$ cat config.mk
export PLATFORM = sky130hd
export DESIGN_NAME = delimited_text_field_parser_top
export DESIGN_NICKNAME = d
export VERILOG_FILES = /design/src/dtfp_pkg.sv /design/src/dtfp_queue.sv /design/src/dtfp_front.sv /design/src/dtfp_back.sv /design/src/delimited_text_field_parser_top.sv
export VERILOG_INCLUDE_DIRS = /design/src /design/src/src
export SDC_FILE = /design/constraint.sdc
export NUM_CORES = 1
export LEC_CHECK = 0
export BUFFER_PORTS_ARGS = -buffer_cell sky130_fd_sc_hd__buf_2
export CAP_MARGIN = 20
export CELL_PAD_IN_SITES_DETAIL_PLACEMENT = 0
export CELL_PAD_IN_SITES_GLOBAL_PLACEMENT = 2
export CORE_MARGIN = 5
export CORE_UTILIZATION = 39
export CTS_CLUSTER_SIZE = 10
export DETAILED_ROUTE_END_ITERATION = 10
export PLACE_DENSITY_LB_ADDON = 0.12
export SYNTH_ARGS = -nofsm -noshare
export SYNTH_HDL_FRONTEND = slang
export SYNTH_SLANG_ARGS = --single-unit
$ cat constraint.sdc
create_clock -name clk -period 3.45 [get_ports clk]
set_clock_uncertainty 0.1 [all_clocks]
set_input_delay 0.345 -clock clk [delete_from_list [all_inputs] [get_ports clk]]
set_output_delay 0.345 -clock clk [all_outputs]
set_load 0.1 [all_outputs]
$ cat src/assert_macros.svh
// Assertion helpers shared by the RTL files.
`ifndef ASSERT_MACROS_SVH
`define ASSERT_MACROS_SVH

// Property holds at every clock edge outside reset.
`define ASSERT_CLK(label, clk, rst_n, prop, msg) \
	label: assert property (@(posedge clk) disable iff (!rst_n) prop) else $error(msg);

// Expression never true at a clock edge outside reset.
`define ASSERT_NEVER(label, clk, rst_n, expr, msg) \
	label: assert property (@(posedge clk) disable iff (!rst_n) !(expr)) else $error(msg);

`endif

$ cat src/dtfp_pkg.sv
`default_nettype none

package dtfp_pkg;

	localparam int CHAR_BITS     = 16;
	localparam int BLANK_MAX     = 32;
	localparam int DELIM_RESET   = 44;
	localparam int QUOTE_RESET   = 34;
	localparam int QUEUE_DEPTH   = 4;
	localparam int CFG_ADDR_BITS = 4;
	localparam int CFG_DATA_BITS = 32;

	localparam logic [1:0] REG_DELIM  = 2'd0;
	localparam logic [1:0] REG_QUOTE  = 2'd1;
	localparam logic [1:0] REG_STRICT = 2'd2;

	typedef enum logic [1:0] {
		K_CHAR = 2'd0,
		K_EOF  = 2'd1,
		K_EOT  = 2'd2
	} kind_t;

	typedef enum logic [3:0] {
		P_START        = 4'd0,
		PL_UNQ         = 4'd1,
		PL_QUOTED      = 4'd2,
		PL_QPEND       = 4'd3,
		PL_AFTER_FIELD = 4'd4,
		PL_AFTER_DELIM = 4'd5,
		PL_STOPPED     = 4'd6,
		PS_FBEGIN      = 4'd7,
		PS_UNQ         = 4'd8,
		PS_QUOTED      = 4'd9,
		PS_QPEND       = 4'd10,
		PS_SKIP        = 4'd11
	} phase_t;

	typedef struct packed {
		logic                 op;
		logic [CHAR_BITS-1:0] ch;
	} dtfp_in_t;

	typedef struct packed {
		kind_t                kind;
		logic [CHAR_BITS-1:0] field_char;
		logic                 last;
	} dtfp_out_t;

	// One queue entry: first result, and whether an end-of-text mark follows it.
	typedef struct packed {
		logic                 two;
		kind_t                kind0;
		logic [CHAR_BITS-1:0] char0;
	} dtfp_ent_t;

	typedef struct packed {
		logic empty;
		logic full;
	} dtfp_qstat_t;

endpackage

`default_nettype wire

$ cat src/dtfp_queue.sv
`default_nettype none

module dtfp_queue #(
	parameter int DEPTH = dtfp_pkg::QUEUE_DEPTH
) (
	input  wire                   clk,
	input  wire                   arst_n,
	input  wire                   push,
	input  dtfp_pkg::dtfp_ent_t   push_data,
	input  wire                   pop,
	output dtfp_pkg::dtfp_ent_t   head,
	output dtfp_pkg::dtfp_qstat_t qstat
);

	localparam int PW = (DEPTH > 1) ? $clog2(DEPTH) : 1;
	localparam int CW = $clog2(DEPTH + 1);

	dtfp_pkg::dtfp_ent_t mem_q [DEPTH];
	logic [PW-1:0] wr_ptr_q;
	logic [PW-1:0] rd_ptr_q;
	logic [CW-1:0] count_q;

	always_ff @(posedge clk) begin
		if (push) begin
			mem_q[wr_ptr_q] <= push_data;
		end
	end

	always_ff @(posedge clk or negedge arst_n) begin
		if (!arst_n) begin
			wr_ptr_q <= '0;
			rd_ptr_q <= '0;
			count_q  <= '0;
		end else begin
			if (push) begin
				wr_ptr_q <= (wr_ptr_q == PW'(DEPTH - 1)) ? '0 : wr_ptr_q + 1'b1;
			end
			if (pop) begin
				rd_ptr_q <= (rd_ptr_q == PW'(DEPTH - 1)) ? '0 : rd_ptr_q + 1'b1;
			end
			case ({push, pop})
				2'b10:   count_q <= count_q + 1'b1;
				2'b01:   count_q <= count_q - 1'b1;
				default: count_q <= count_q;
			endcase
		end
	end

	assign head        = mem_q[rd_ptr_q];
	assign qstat.empty = (count_q == '0);
	assign qstat.full  = (count_q == CW'(DEPTH));

`include "assert_macros.svh"

	`ASSERT_NEVER(a_q_overflow, clk, arst_n, push && qstat.full, "queue push while full")
	`ASSERT_NEVER(a_q_underflow, clk, arst_n, pop && qstat.empty, "queue pop while empty")

endmodule

`default_nettype wire

$ cat src/dtfp_front.sv
`default_nettype none

module dtfp_front (
	input  wire                                 clk,
	input  wire                                 arst_n,
	input  wire                                 char_valid,
	output logic                                char_stall,
	input  dtfp_pkg::dtfp_in_t                  char_word,
	input  wire  [dtfp_pkg::CHAR_BITS-1:0]      delimiter,
	input  wire  [dtfp_pkg::CHAR_BITS-1:0]      quote_char,
	input  wire                                 strict_mode,
	input  dtfp_pkg::dtfp_qstat_t               qstat,
	output logic                                push,
	output dtfp_pkg::dtfp_ent_t                 push_data
);

	dtfp_pkg::phase_t phase_q;
	dtfp_pkg::phase_t phase_d;

	logic accept;
	logic is_end;
	logic is_blank;
	logic is_quote;
	logic is_delim;
	logic emit;
	logic two;
	dtfp_pkg::kind_t kind0;

	assign char_stall = qstat.full;
	assign accept     = char_valid && !qstat.full;
	assign is_end     = char_word.op || (char_word.ch == '0);
	assign is_blank   = (char_word.ch != '0) &&
		(char_word.ch <= dtfp_pkg::CHAR_BITS'(dtfp_pkg::BLANK_MAX));
	assign is_quote   = (quote_char != '0) && (char_word.ch == quote_char);
	assign is_delim   = (char_word.ch == delimiter);

	always_comb begin
		phase_d = phase_q;
		if (is_end) begin
			phase_d = dtfp_pkg::P_START;
		end else begin
			unique case (phase_q) inside
				dtfp_pkg::P_START: begin
					if (strict_mode) begin
						phase_d = is_quote ? dtfp_pkg::PS_QUOTED :
							is_delim ? dtfp_pkg::PS_FBEGIN : dtfp_pkg::PS_UNQ;
					end else if (!is_blank) begin
						phase_d = is_quote ? dtfp_pkg::PL_QUOTED :
							is_delim ? dtfp_pkg::PL_AFTER_DELIM : dtfp_pkg::PL_UNQ;
					end
				end
				dtfp_pkg::PL_AFTER_DELIM: begin
					if (!is_blank) begin
						phase_d = is_quote ? dtfp_pkg::PL_QUOTED :
							is_delim ? dtfp_pkg::PL_AFTER_DELIM : dtfp_pkg::PL_UNQ;
					end
				end
				dtfp_pkg::PL_UNQ: begin
					if (is_blank) begin
						phase_d = dtfp_pkg::PL_AFTER_FIELD;
					end else if (is_delim) begin
						phase_d = dtfp_pkg::PL_AFTER_DELIM;
					end
				end
				dtfp_pkg::PL_QUOTED: begin
					if (is_quote) begin
						phase_d = dtfp_pkg::PL_QPEND;
					end
				end
				dtfp_pkg::PS_QUOTED: begin
					if (is_quote) begin
						phase_d = dtfp_pkg::PS_QPEND;
					end
				end
				dtfp_pkg::PL_QPEND, dtfp_pkg::PL_AFTER_FIELD: begin
					if (phase_q == dtfp_pkg::PL_QPEND && is_quote) begin
						phase_d = dtfp_pkg::PL_QUOTED;
					end else if (is_blank) begin
						phase_d = dtfp_pkg::PL_AFTER_FIELD;
					end else if (is_delim) begin
						phase_d = dtfp_pkg::PL_AFTER_DELIM;
					end else begin
						phase_d = dtfp_pkg::PL_STOPPED;
					end
				end
				dtfp_pkg::PS_FBEGIN: begin
					phase_d = is_quote ? dtfp_pkg::PS_QUOTED :
						is_delim ? dtfp_pkg::PS_FBEGIN : dtfp_pkg::PS_UNQ;
				end
				dtfp_pkg::PS_UNQ: begin
					if (is_delim) begin
						phase_d = dtfp_pkg::PS_FBEGIN;
					end
				end
				dtfp_pkg::PS_QPEND: begin
					phase_d = is_quote ? dtfp_pkg::PS_QUOTED :
						is_delim ? dtfp_pkg::PS_FBEGIN : dtfp_pkg::PS_SKIP;
				end
				dtfp_pkg::PS_SKIP: begin
					if (is_delim) begin
						phase_d = dtfp_pkg::PS_FBEGIN;
					end
				end
				default: phase_d = phase_q;
			endcase
		end
	end

	always_comb begin
		emit  = 1'b0;
		two   = 1'b0;
		kind0 = dtfp_pkg::K_CHAR;
		if (is_end) begin
			emit = 1'b1;
			if (phase_q != dtfp_pkg::P_START && phase_q != dtfp_pkg::PL_AFTER_FIELD &&
				phase_q != dtfp_pkg::PL_STOPPED) begin
				two   = 1'b1;
				kind0 = dtfp_pkg::K_EOF;
			end else begin
				kind0 = dtfp_pkg::K_EOT;
			end
		end else begin
			unique case (phase_q) inside
				dtfp_pkg::P_START, dtfp_pkg::PL_AFTER_DELIM, dtfp_pkg::PS_FBEGIN: begin
					if (!is_quote && (phase_q == dtfp_pkg::PS_FBEGIN || !is_blank ||
						(phase_q == dtfp_pkg::P_START && strict_mode))) begin
						emit  = 1'b1;
						kind0 = is_delim ? dtfp_pkg::K_EOF : dtfp_pkg::K_CHAR;
					end
				end
				dtfp_pkg::PL_UNQ: begin
					emit  = 1'b1;
					kind0 = (is_blank || is_delim) ? dtfp_pkg::K_EOF : dtfp_pkg::K_CHAR;
				end
				dtfp_pkg::PL_QUOTED, dtfp_pkg::PS_QUOTED: begin
					emit  = !is_quote;
					kind0 = dtfp_pkg::K_CHAR;
				end
				dtfp_pkg::PL_QPEND: begin
					emit  = 1'b1;
					kind0 = is_quote ? dtfp_pkg::K_CHAR : dtfp_pkg::K_EOF;
				end
				dtfp_pkg::PS_UNQ: begin
					emit  = 1'b1;
					kind0 = is_delim ? dtfp_pkg::K_EOF : dtfp_pkg::K_CHAR;
				end
				dtfp_pkg::PS_QPEND: begin
					emit  = is_quote || is_delim;
					kind0 = is_quote ? dtfp_pkg::K_CHAR : dtfp_pkg::K_EOF;
				end
				dtfp_pkg::PS_SKIP: begin
					emit  = is_delim;
					kind0 = dtfp_pkg::K_EOF;
				end
				default: emit = 1'b0;
			endcase
		end
	end

	assign push            = accept && emit;
	assign push_data.two   = two;
	assign push_data.kind0 = kind0;
	assign push_data.char0 = (kind0 == dtfp_pkg::K_CHAR) ? char_word.ch : '0;

	always_ff @(posedge clk or negedge arst_n) begin
		if (!arst_n) begin
			phase_q <= dtfp_pkg::P_START;
		end else if (accept) begin
			phase_q <= phase_d;
		end
	end

`include "assert_macros.svh"

	`ASSERT_CLK(a_end_restarts, clk, arst_n, accept && is_end |=> phase_q == dtfp_pkg::P_START, "no restart")
	`ASSERT_NEVER(a_two_only_at_end, clk, arst_n, push && push_data.two && !is_end, "two words mid-text")

endmodule

`default_nettype wire

$ cat src/dtfp_back.sv
`default_nettype none

module dtfp_back (
	input  wire                   clk,
	input  wire                   arst_n,
	input  dtfp_pkg::dtfp_ent_t   head,
	input  dtfp_pkg::dtfp_qstat_t qstat,
	output logic                  pop,
	output logic                  field_valid,
	input  wire                   field_stall,
	output dtfp_pkg::dtfp_out_t   field_word
);

	logic                load;
	logic                sub_q;
	logic                valid_q;
	dtfp_pkg::dtfp_out_t word_q;
	dtfp_pkg::dtfp_out_t next_word;

	assign load = !valid_q || !field_stall;
	assign pop  = load && !qstat.empty && (sub_q || !head.two);

	always_comb begin
		if (sub_q) begin
			next_word.kind       = dtfp_pkg::K_EOT;
			next_word.field_char = '0;
			next_word.last       = 1'b1;
		end else begin
			next_word.kind       = head.kind0;
			next_word.field_char = head.char0;
			next_word.last       = !head.two;
		end
	end

	always_ff @(posedge clk or negedge arst_n) begin
		if (!arst_n) begin
			valid_q <= 1'b0;
			sub_q   <= 1'b0;
		end else if (load) begin
			valid_q <= !qstat.empty;
			if (!qstat.empty) begin
				sub_q <= !sub_q && head.two;
			end
		end
	end

	always_ff @(posedge clk) begin
		if (load && !qstat.empty) begin
			word_q <= next_word;
		end
	end

	assign field_valid = valid_q;
	assign field_word  = word_q;

`include "assert_macros.svh"

	`ASSERT_NEVER(a_sub_needs_head, clk, arst_n, sub_q && qstat.empty, "pending end mark without queue entry")
	`ASSERT_CLK(a_sub_follows_eof, clk, arst_n, $rose(sub_q) |-> valid_q && field_word.kind == dtfp_pkg::K_EOF, "end-of-text mark not preceded by end of field")

endmodule

`default_nettype wire

$ cat src/delimited_text_field_parser_top.sv
// Delimited text field parser: takes one 16-bit character word per cycle (op 1 or a zero
// character ends the text) and streams out field characters, end-of-field marks and an
// end-of-text mark, with last set on the final word caused by each input word. Input and
// output run at one word per cycle each while not stalled; an end of text that closes an
// open field yields two output words. A queue of QUEUE_DEPTH entries between the parsing
// state machine and the output register absorbs that and lets either side stall; input
// stall rises only when the queue is full. Words pass a queue entry and then the output
// register. Registers (APB, byte addresses 0, 4, 8): delimiter, quote character (0 turns
// quoting off), strict mode; write them only while the block is idle. Strict mode is taken
// at the first character of a text; delimiter and quote changes act at once.
`default_nettype none

module delimited_text_field_parser_top #(
	parameter int QUEUE_DEPTH = dtfp_pkg::QUEUE_DEPTH
) (
	input  wire                                    clk,
	input  wire                                    arst_n,
	input  wire                                    char_valid,
	output logic                                   char_stall,
	input  dtfp_pkg::dtfp_in_t                     char_word,
	output logic                                   field_valid,
	input  wire                                    field_stall,
	output dtfp_pkg::dtfp_out_t                    field_word,
	input  wire                                    psel,
	input  wire                                    penable,
	input  wire                                    pwrite,
	input  wire  [dtfp_pkg::CFG_ADDR_BITS-1:0]     paddr,
	input  wire  [dtfp_pkg::CFG_DATA_BITS-1:0]     pwdata,
	output logic [dtfp_pkg::CFG_DATA_BITS-1:0]     prdata,
	output logic                                   pready
);

	logic [dtfp_pkg::CHAR_BITS-1:0] delim_q;
	logic [dtfp_pkg::CHAR_BITS-1:0] quote_q;
	logic                           strict_q;
	logic                           cfg_wr;
	logic [1:0]                     reg_sel;

	logic                  push;
	logic                  pop;
	dtfp_pkg::dtfp_ent_t   push_data;
	dtfp_pkg::dtfp_ent_t   head;
	dtfp_pkg::dtfp_qstat_t qstat;

	assign pready  = 1'b1;
	assign cfg_wr  = psel && penable && pwrite && pready;
	assign reg_sel = paddr[3:2];

	always_ff @(posedge clk or negedge arst_n) begin
		if (!arst_n) begin
			delim_q  <= dtfp_pkg::CHAR_BITS'(dtfp_pkg::DELIM_RESET);
			quote_q  <= dtfp_pkg::CHAR_BITS'(dtfp_pkg::QUOTE_RESET);
			strict_q <= 1'b0;
		end else if (cfg_wr) begin
			unique case (reg_sel)
				dtfp_pkg::REG_DELIM:  delim_q  <= pwdata[dtfp_pkg::CHAR_BITS-1:0];
				dtfp_pkg::REG_QUOTE:  quote_q  <= pwdata[dtfp_pkg::CHAR_BITS-1:0];
				dtfp_pkg::REG_STRICT: strict_q <= pwdata[0];
				default: ;
			endcase
		end
	end

	always_comb begin
		unique case (reg_sel)
			dtfp_pkg::REG_DELIM:  prdata = dtfp_pkg::CFG_DATA_BITS'(delim_q);
			dtfp_pkg::REG_QUOTE:  prdata = dtfp_pkg::CFG_DATA_BITS'(quote_q);
			dtfp_pkg::REG_STRICT: prdata = dtfp_pkg::CFG_DATA_BITS'(strict_q);
			default:              prdata = '0;
		endcase
	end

	dtfp_front u_front (
		.clk         (clk),
		.arst_n      (arst_n),
		.char_valid  (char_valid),
		.char_stall  (char_stall),
		.char_word   (char_word),
		.delimiter   (delim_q),
		.quote_char  (quote_q),
		.strict_mode (strict_q),
		.qstat       (qstat),
		.push        (push),
		.push_data   (push_data)
	);

	dtfp_queue #(
		.DEPTH (QUEUE_DEPTH)
	) u_queue (
		.clk       (clk),
		.arst_n    (arst_n),
		.push      (push),
		.push_data (push_data),
		.pop       (pop),
		.head      (head),
		.qstat     (qstat)
	);

	dtfp_back u_back (
		.clk         (clk),
		.arst_n      (arst_n),
		.head        (head),
		.qstat       (qstat),
		.pop         (pop),
		.field_valid (field_valid),
		.field_stall (field_stall),
		.field_word  (field_word)
	);

endmodule

`default_nettype wire
==> results.ini, run 1 <==
[run_status]
status = finished clean

[floorplanning]
initial_core_util_pct = 39.91
die_y_um = 143.3
num_rows = 48
fp.coreArea_um2 = 17360
dieArea_um2 = 20530
pin_count = 114
die_w_um = 143.3

[clock_network]
clock_path_buffers = 2
clockRootBuffer = clkbuf_16
cts_tree = built
clock_latency_ns = 0.41
clk_pin_slew_worst_paths_ns = 0.06
cts_htree_levels = 4
cts.sinks = 141
cts_buffers = 17

[placed_design]
place_hpwl_mm = 11.02
gp_congestion = 0.8329
pre_cts_slack_ns = 0.1694
numPortBuffers = 78

[layout]
drive_above_1_share_pct = 33.12
syn_to_final_growth_pct = 19.20
layout_common_cells = 95 x edfxtp_1, 78 x buf_2, 41 x dfrtp_1
layout_commonest_cell = edfxtp_1
nNetsFinal = 675
nFillCells = 1571
n_antenna_cell = 0

[worst_hold_path]
holdPathStages = 3
hold_end = u_back.field_valid
worstHoldStart = field_stall
min_path_type = in2reg

[sta]
finalCritPeriodShare_pct = 91.72
rsz0062_at_grt = no
finalCriticalPeriod_ns = 3.164
final_hold_viol_count = 0
fmax_mhz = 316.0
max_slew_margin_pct = 46.57
slew_violations = 0
tns_ns = 0
worstMarginPinSlew_ns = 0.7995
worst_hold_slack_ns = 0.04564
finalSetupViolations = 0
setup_ws_ns = 0.2856

[worst_setup_path]
r2r-end = u_queue.count_q[2]
startpoint = quote_q[10]
r2r.worst_path.cells = 13
timing.rr.start = quote_q[10]
path_cells = nor4_2, nand4_1, and3_1, a41o_1, o21ai_0, a21oi_2, inv_1, ha_1, inv_1, fa_1, xor2_1, nor2_1, xor2_1
cp_max_fo = 6
critPathBufInv = 2
path_class = reg2reg
arrival_ns = 3.39
rrSetupSlack_ns = 0.29
crit_required_ns = 3.67
crit_path_end_kind = flip-flop
cpMaxStageDelayCell = dfrtp_1
crit_family = simple AND/OR/NAND/NOR gates
startpoint_type = flip-flop
slowest_delay_ns = 0.42

[synth]
synth_edf_count = 95
ys.warnings.count = 0
synth_top_cell_area_share_pct = 41.18
synthFlopType = edfxtp_1
yosysSeqAreaShare_pct = 57.88
async_flop_share_pct = 32.62
syn_area_um2 = 6928
synthDistinctLibCells = 66
syn_inst = 513
yosysTopAreaCell = edfxtp_1
syn_avg_cell_area_um2 = 13.50
yosys-top-cells-area = edfxtp_1 41%, dfrtp_1 15%, mux4_2 6.2%
synth_seq_cells = 141

[grt]
grt-ovfl-total = 0
grt_max_degree = 47
antenna_found_initial = 0
grt_pass1_wl_mm = 25.10
grt_pass1_vias = 4675
grt_util_all_layers_pct = 16.01

[drt]
wl_per_cell_um = 18.36
drtIter0Drc = 304
drt-met1-wl_mm = 6.971
top_layer = met4
dr_wl_met3_um = 647
wl_met2_mm = 7.491
ant_nets = 0
vias = 4401
via_per_inst = 5.214
drc = 0
wirelength_mm = 15.50
drt_first_pass_iters = 4

[power]
p_leak_uw = 0.003275
powerDensity_nw_per_um2 = 930.8
ir_drop_mv = 0.5951

[run]
maxCapViolCount = 0

## Yosys cell counts, types with 13 or more instances
master / number
nand2_1: 25
and2_1: 37
o21ai_0: 13
clkbuf_1: 14
buf_4: 17
mux2i_1: 18
dfrtp_1: 41
mux4_2: 19
nor2_1: 31
edfxtp_1: 95
mux2_2: 36
xor2_1: 34
## stage by stage
| step | cells | power (uW) | utilization [%] | cell area [um^2] |
|---|---|---|---|---|
| 6_report | 844 | 7687 | 47.58 | 8258 |
| 5_1_grt | 844 | 8101 | 47.58 | 8258 |
| 4_1_cts | 842 | 7778 | 47.33 | 8215 |
| 3_5_place_dp | 812 | 5990 | 44.07 | 7649 |
| 3_3_place_gp | 812 | 5927 | 44.07 | 7649 |
| 2_1_floorplan | 528 | 5257 | - | 6984 |
## how the worst max path moves through the flow
stage,to,slack (ns),cells after the start
after floorplan,prdata[0],0.04,3
after global placement,u_queue.count_q[2],0.23,15
after detailed placement,u_queue.count_q[2],0.17,14
after CTS,u_queue.count_q[2],0.17,13
after global routing,u_queue.count_q[2],0.007,13
final,u_queue.count_q[2],0.29,13
## timing repair
item,4_1_cts,5_1_grt
hold buffers,0,1
gates resized for setup,0,2
buffers inserted,0,0
endpoints found under the hold margin,0,11
setup endpoints to repair,0,1
## cell families (layout without fill, tap and decap cells)
group                      after synthesis  in the layout  synth area share (%)
DFF                                    141            141                 57.88
and+or+nand+nor                        135            135                 10.60
muxes                                   73             73                 14.63
AOI/OAI and AO/OA                       63             63                 6.647
buffers and inverters                   55            146                 4.045
xor gates and xnor gates                36             36                 4.551
adders and majority gates                8              8                 1.535
other                                    2             17                0.1084
## cell type report
cell class | instances | area (um^2) | area share (%)
sequential | 141 | 4010 | 48.56
tap | 225 | 281.5 | 3.409
timing repair buffer | 102 | 635.6 | 7.697
clock inverter | 12 | 137.6 | 1.667
multi-input combinational | 332 | 2711 | 32.83
clock buffer | 18 | 429.2 | 5.197
inverter | 14 | 52.55 | 0.6364
## metal layers
metal | vias to the layer above | track usage (%)
li1 | 2074 | -
met1 | 2194 | 21.23
met2 | 106 | 25.91
met3 | 27 | 3.516
met4 | 0 | 6.046
met5 | - | 0
## flip-flops by register name, indices dropped and copies added (netlist names)
register,flops
delim_q,16
quote_q,16
strict_q,1
u_back.field_valid,1
u_back.field_word,19
u_back.sub_q,1
u_front.phase_q,4
u_queue.count_q,3
u_queue.mem_q,76
u_queue.rd_ptr_q,2
u_queue.wr_ptr_q,2
## power breakdown
part	internal (uW)	switching, uW	total, uW
clock	1060	696	1760
combinational	1010	2260	3270
sequential	2420	239	2660
total	4490	3190	7690
## tightest hold or removal path: cells and delay by family
family | cells | cell delay (ns)
buffers and inverters | 1 | 0.08
AND/OR/NAND/NOR | 2 | 0.09
Power figures use the tool's default switching activity.
==> inputs of run 2 (changes only) <==
CORE_UTILIZATION = 40   (was 39)
REMOVE_ABC_BUFFERS = 1   (was not set)
SYNTH_HIERARCHICAL = 1   (was not set)
==> run 2 against run 1 <==
  * Final cell count decreased by 0.59%
  * Synthesized cell count decreased by 1.6%
  * First-iteration DRC count increased by 14%
  * Count of clock-buffer cells in the layout increased by 1
  * Largest cell class unchanged
  * Largest power group unchanged
==> results.ini, run 2 <==
[power]
ir_drop_mv = 0.6690  ; was 0.5951 mV
netSwitchingFraction_pct = 41.05  ; was 41.56%
powerDensity_nw_per_um2 = 902.9  ; was 930.8 nW/um^2
finalPower_uw = 7536  ; was 7687 uW
p_sw_uw = 3094  ; was 3195 uW
clkPwrFrac_pct = 23.6  ; was 22.9%
pwr-share-seq_pct = 35.2  ; was 34.6%
pwr-share-comb_pct = 41.2  ; was 42.5%
p_leak_uw = 0.003306  ; was 0.003275 uW
intPower_uw = 4443  ; was 4492 uW

[clock_network]
cts_buffers = 17  ; unchanged
clockRootBuffer = clkbuf_16  ; unchanged
cts.sinks = 141  ; unchanged
clk_pin_slew_worst_paths_ns = 0.06  ; about the same
cts_tree = built  ; unchanged
clock_path_buffers = 2  ; unchanged
clock_latency_ns = 0.42  ; was 0.41 ns
cts_htree_levels = 4  ; unchanged

[placed_design]
gp_congestion = 0.8191  ; was 0.8329
dp_cells = 805  ; was 812
place_hpwl_mm = 10.89  ; was 11.02 mm
numPortBuffers = 78  ; unchanged

[synth]
synth_top_cell_area_share_pct = 40.13  ; was 41.18%
synthDistinctLibCells = 76  ; was 66
synth_edf_count = 95  ; unchanged
async_flop_share_pct = 32.62  ; unchanged
ys.warnings.count = 6  ; was 0
yosys-top-cells-count = 95 x edfxtp_1, 41 x dfrtp_1, 30 x nor2_1  ; was 95 x edfxtp_1, 41 x dfrtp_1, 37 x and2_1
yosysTopAreaCell = edfxtp_1  ; unchanged
yosys-top-cells-area = edfxtp_1 40%, dfrtp_1 14%, mux4_2 5.7%  ; was edfxtp_1 41%, dfrtp_1 15%, mux4_2 6.2%
synthFlopType = edfxtp_1  ; unchanged
yosysSeqAreaShare_pct = 56.41  ; was 57.88%
syn_inst = 505  ; was 513
synth_seq_cells = 141  ; unchanged
yosysMostFrequentCell = edfxtp_1  ; unchanged
syn_area_um2 = 7109  ; was 6928 um^2
syn_avg_cell_area_um2 = 14.08  ; was 13.50 um^2

[run]
maxCapViolCount = 0  ; unchanged

[drt]
wl_per_cell_um = 18.30  ; was 18.36 um
drtIter0Drc = 346  ; was 304
drc = 0  ; unchanged
wirelength_mm = 15.35  ; was 15.50 mm
ant_nets = 0  ; unchanged
vias = 4381  ; was 4,401
via_per_inst = 5.222  ; was 5.214
drt_first_pass_iters = 4  ; unchanged

[sta]
final_hold_viol_count = 0  ; unchanged
slew_violations = 0  ; unchanged
finalCritPeriodShare_pct = 95.93  ; was 91.72%
max_slew_margin_pct = 31.43  ; was 46.57%
finalSetupViolations = 0  ; unchanged
finalCriticalPeriod_ns = 3.310  ; was 3.164 ns
worstMarginPinSlew_ns = 1.029  ; was 0.7995 ns
fmax_mhz = 302.1  ; was 316.0 MHz

[layout]
n_antenna_cell = 0  ; unchanged
stdcell_count = 839  ; was 844
nNetsFinal = 669  ; was 675
drive_above_1_share_pct = 35.34  ; was 33.12%
largest_register_ffs = 76  ; unchanged
syn_to_final_growth_pct = 17.41  ; was 19.20%
top_register = u_queue/mem_q  ; was u_queue.mem_q
utilization_pct = 48.09  ; was 47.58%
layout_common_cells = 95 x edfxtp_1, 78 x buf_2, 41 x dfrtp_1  ; unchanged
layout_commonest_cell = edfxtp_1  ; unchanged

[floorplanning]
num_rows = 48  ; unchanged
die_w_um = 143.3  ; about the same
die_y_um = 143.3  ; about the same
pin_count = 114  ; unchanged
initial_core_util_pct = 40.96  ; was 39.91%
fp.coreArea_um2 = 17360  ; unchanged
dieArea_um2 = 20540  ; was 20,530 um^2

[worst_setup_path]
path_class = reg2reg  ; unchanged
crit_end = u_queue/count_q[2]  ; was u_queue.count_q[2]
arrival_ns = 3.55  ; was 3.39 ns
r2r-end = u_queue/count_q[2]  ; was u_queue.count_q[2]
cp_max_fo = 4  ; was 6
startpoint_type = flip-flop  ; unchanged
timing.rr.start = quote_q[8]  ; was quote_q[10]
crit_path_end_kind = flip-flop  ; unchanged
rrSetupSlack_ns = 0.14  ; was 0.29 ns
crit_required_ns = 3.70  ; was 3.67 ns
startpoint = quote_q[8]  ; was quote_q[10]
r2r.worst_path.cells = 15  ; was 13

[grt]
grt_pass1_wl_mm = 24.51  ; was 25.10 mm
grt_util_all_layers_pct = 15.62  ; was 16.01%
grt-ovfl-total = 0  ; unchanged
grt_pass1_vias = 4551  ; was 4,675
antenna_found_initial = 0  ; unchanged
grt_max_degree = 32  ; was 47

[run_status]
status = finished clean  ; unchanged

[worst_hold_path]
min_path_type = in2reg  ; unchanged

[run 2: cell count changes after synthesis, sizes merged, moves of 6 or more]
cell    before  now
nand2       25   16
a21oi       13    7
xnor2        2   17
and2        38   23
xor2        34   18
buf         26   34
and2b        0    9
nor2b        0   11
clkbuf      15    7
[run 2: worst min-delay path by stage]
stage / startpoint / to / slack, ns / depth (start not counted)
6_report: field_stall / u_back/field_valid / 0.06 / 3
5_1_grt: pwdata[13] / quote_q[13] / 0.05 / 2
3_5_place_dp: arst_n / quote_q[13] / 0.34 / 1
2_1_floorplan: arst_n / delim_q[0] / -0.05 / 0
3_3_place_gp: arst_n / delim_q[13] / 0.33 / 1
4_1_cts: field_stall / u_back/field_valid / 0.04 / 3
[run 2: power groups by stage]
stage,clock network (uW),logic [uW],registers [uW]
after floorplan,0,1510,3590
after global placement,0,3100,2660
after detailed placement,0,3120,2690
after CTS,1810,3130,2660
after global routing,1900,3320,2710
final,1780,3110,2650
[run 2: through the flow]
| stage | worst slack, ns | setup TNS, ns | cell area, um^2 | hold WS (ns) |
|---|---|---|---|---|
| finish | 0.1403 | 0 | 8347 | 0.05601 |
| global route | -0.001153 | -0.002138 | 8347 | 0.04711 |
| CTS | 0.07101 | 0 | 8318 | 0.04250 |
| detailed placement | 0.07770 | 0 | 7736 | 0.3405 |
| global placement | 0.07767 | 0 | 7736 | 0.3314 |
| floorplan | 0.2871 | 0 | 6834 | -0.05059 |
[run 2: kinds of logic after synthesis]
logic type | share of synthesized area (%)
muxes | 14.99
other | 0.1056
adders and majority gates | 1.496
DFF | 56.41
and+or+nand+nor | 11.84
xor gates and xnor gates | 4.312
buffers and inverters | 5.297
AOI/OAI and AO/OA | 5.544
[run 2: critical path, stage by stage, from the launching register on]
cell      delay, ns
dfrtp_1        0.42
xor2_1         0.19
nor4_2         0.39
buf_4          0.18
nand2_2        0.05
or2_4          0.27
mux2_2         0.23
a311oi_2       0.09
o21a_1         0.23
inv_1          0.08
ha_1           0.16
inv_1          0.05
fa_1           0.37
xor2_1         0.15
nor2_1         0.11
xor2_1         0.15
[run 2: area by class of cell]
cell class | instances | area (um^2)
Fill cell | 1565 | 9010
Sequential cell | 141 | 4010
Multi-Input combinational cell | 325 | 2793
Timing Repair Buffer | 105 | 645.6
Clock buffer | 19 | 432.9
Tap cell | 225 | 281.5
Clock inverter | 12 | 138.9
Inverter | 12 | 45.04
[run 2: per-layer routing]
metal  global-route usage (%)  up-vias  part of all wire, %
met5                        0        -                    0
met4                    5.352        0                  1.6
met3                    3.394       18                  5.2
met2                    25.45      132                   48
met1                    20.88     2187                   45
li1                         -     2044                    -
[run 2: timing repair]
action                                  4_1_cts  5_1_grt
endpoints found under the hold margin        25        0
gates resized for setup                       0        3
hold buffers                                  1        0
buffers inserted                              0        2
endpoints found under the setup margin        0        2
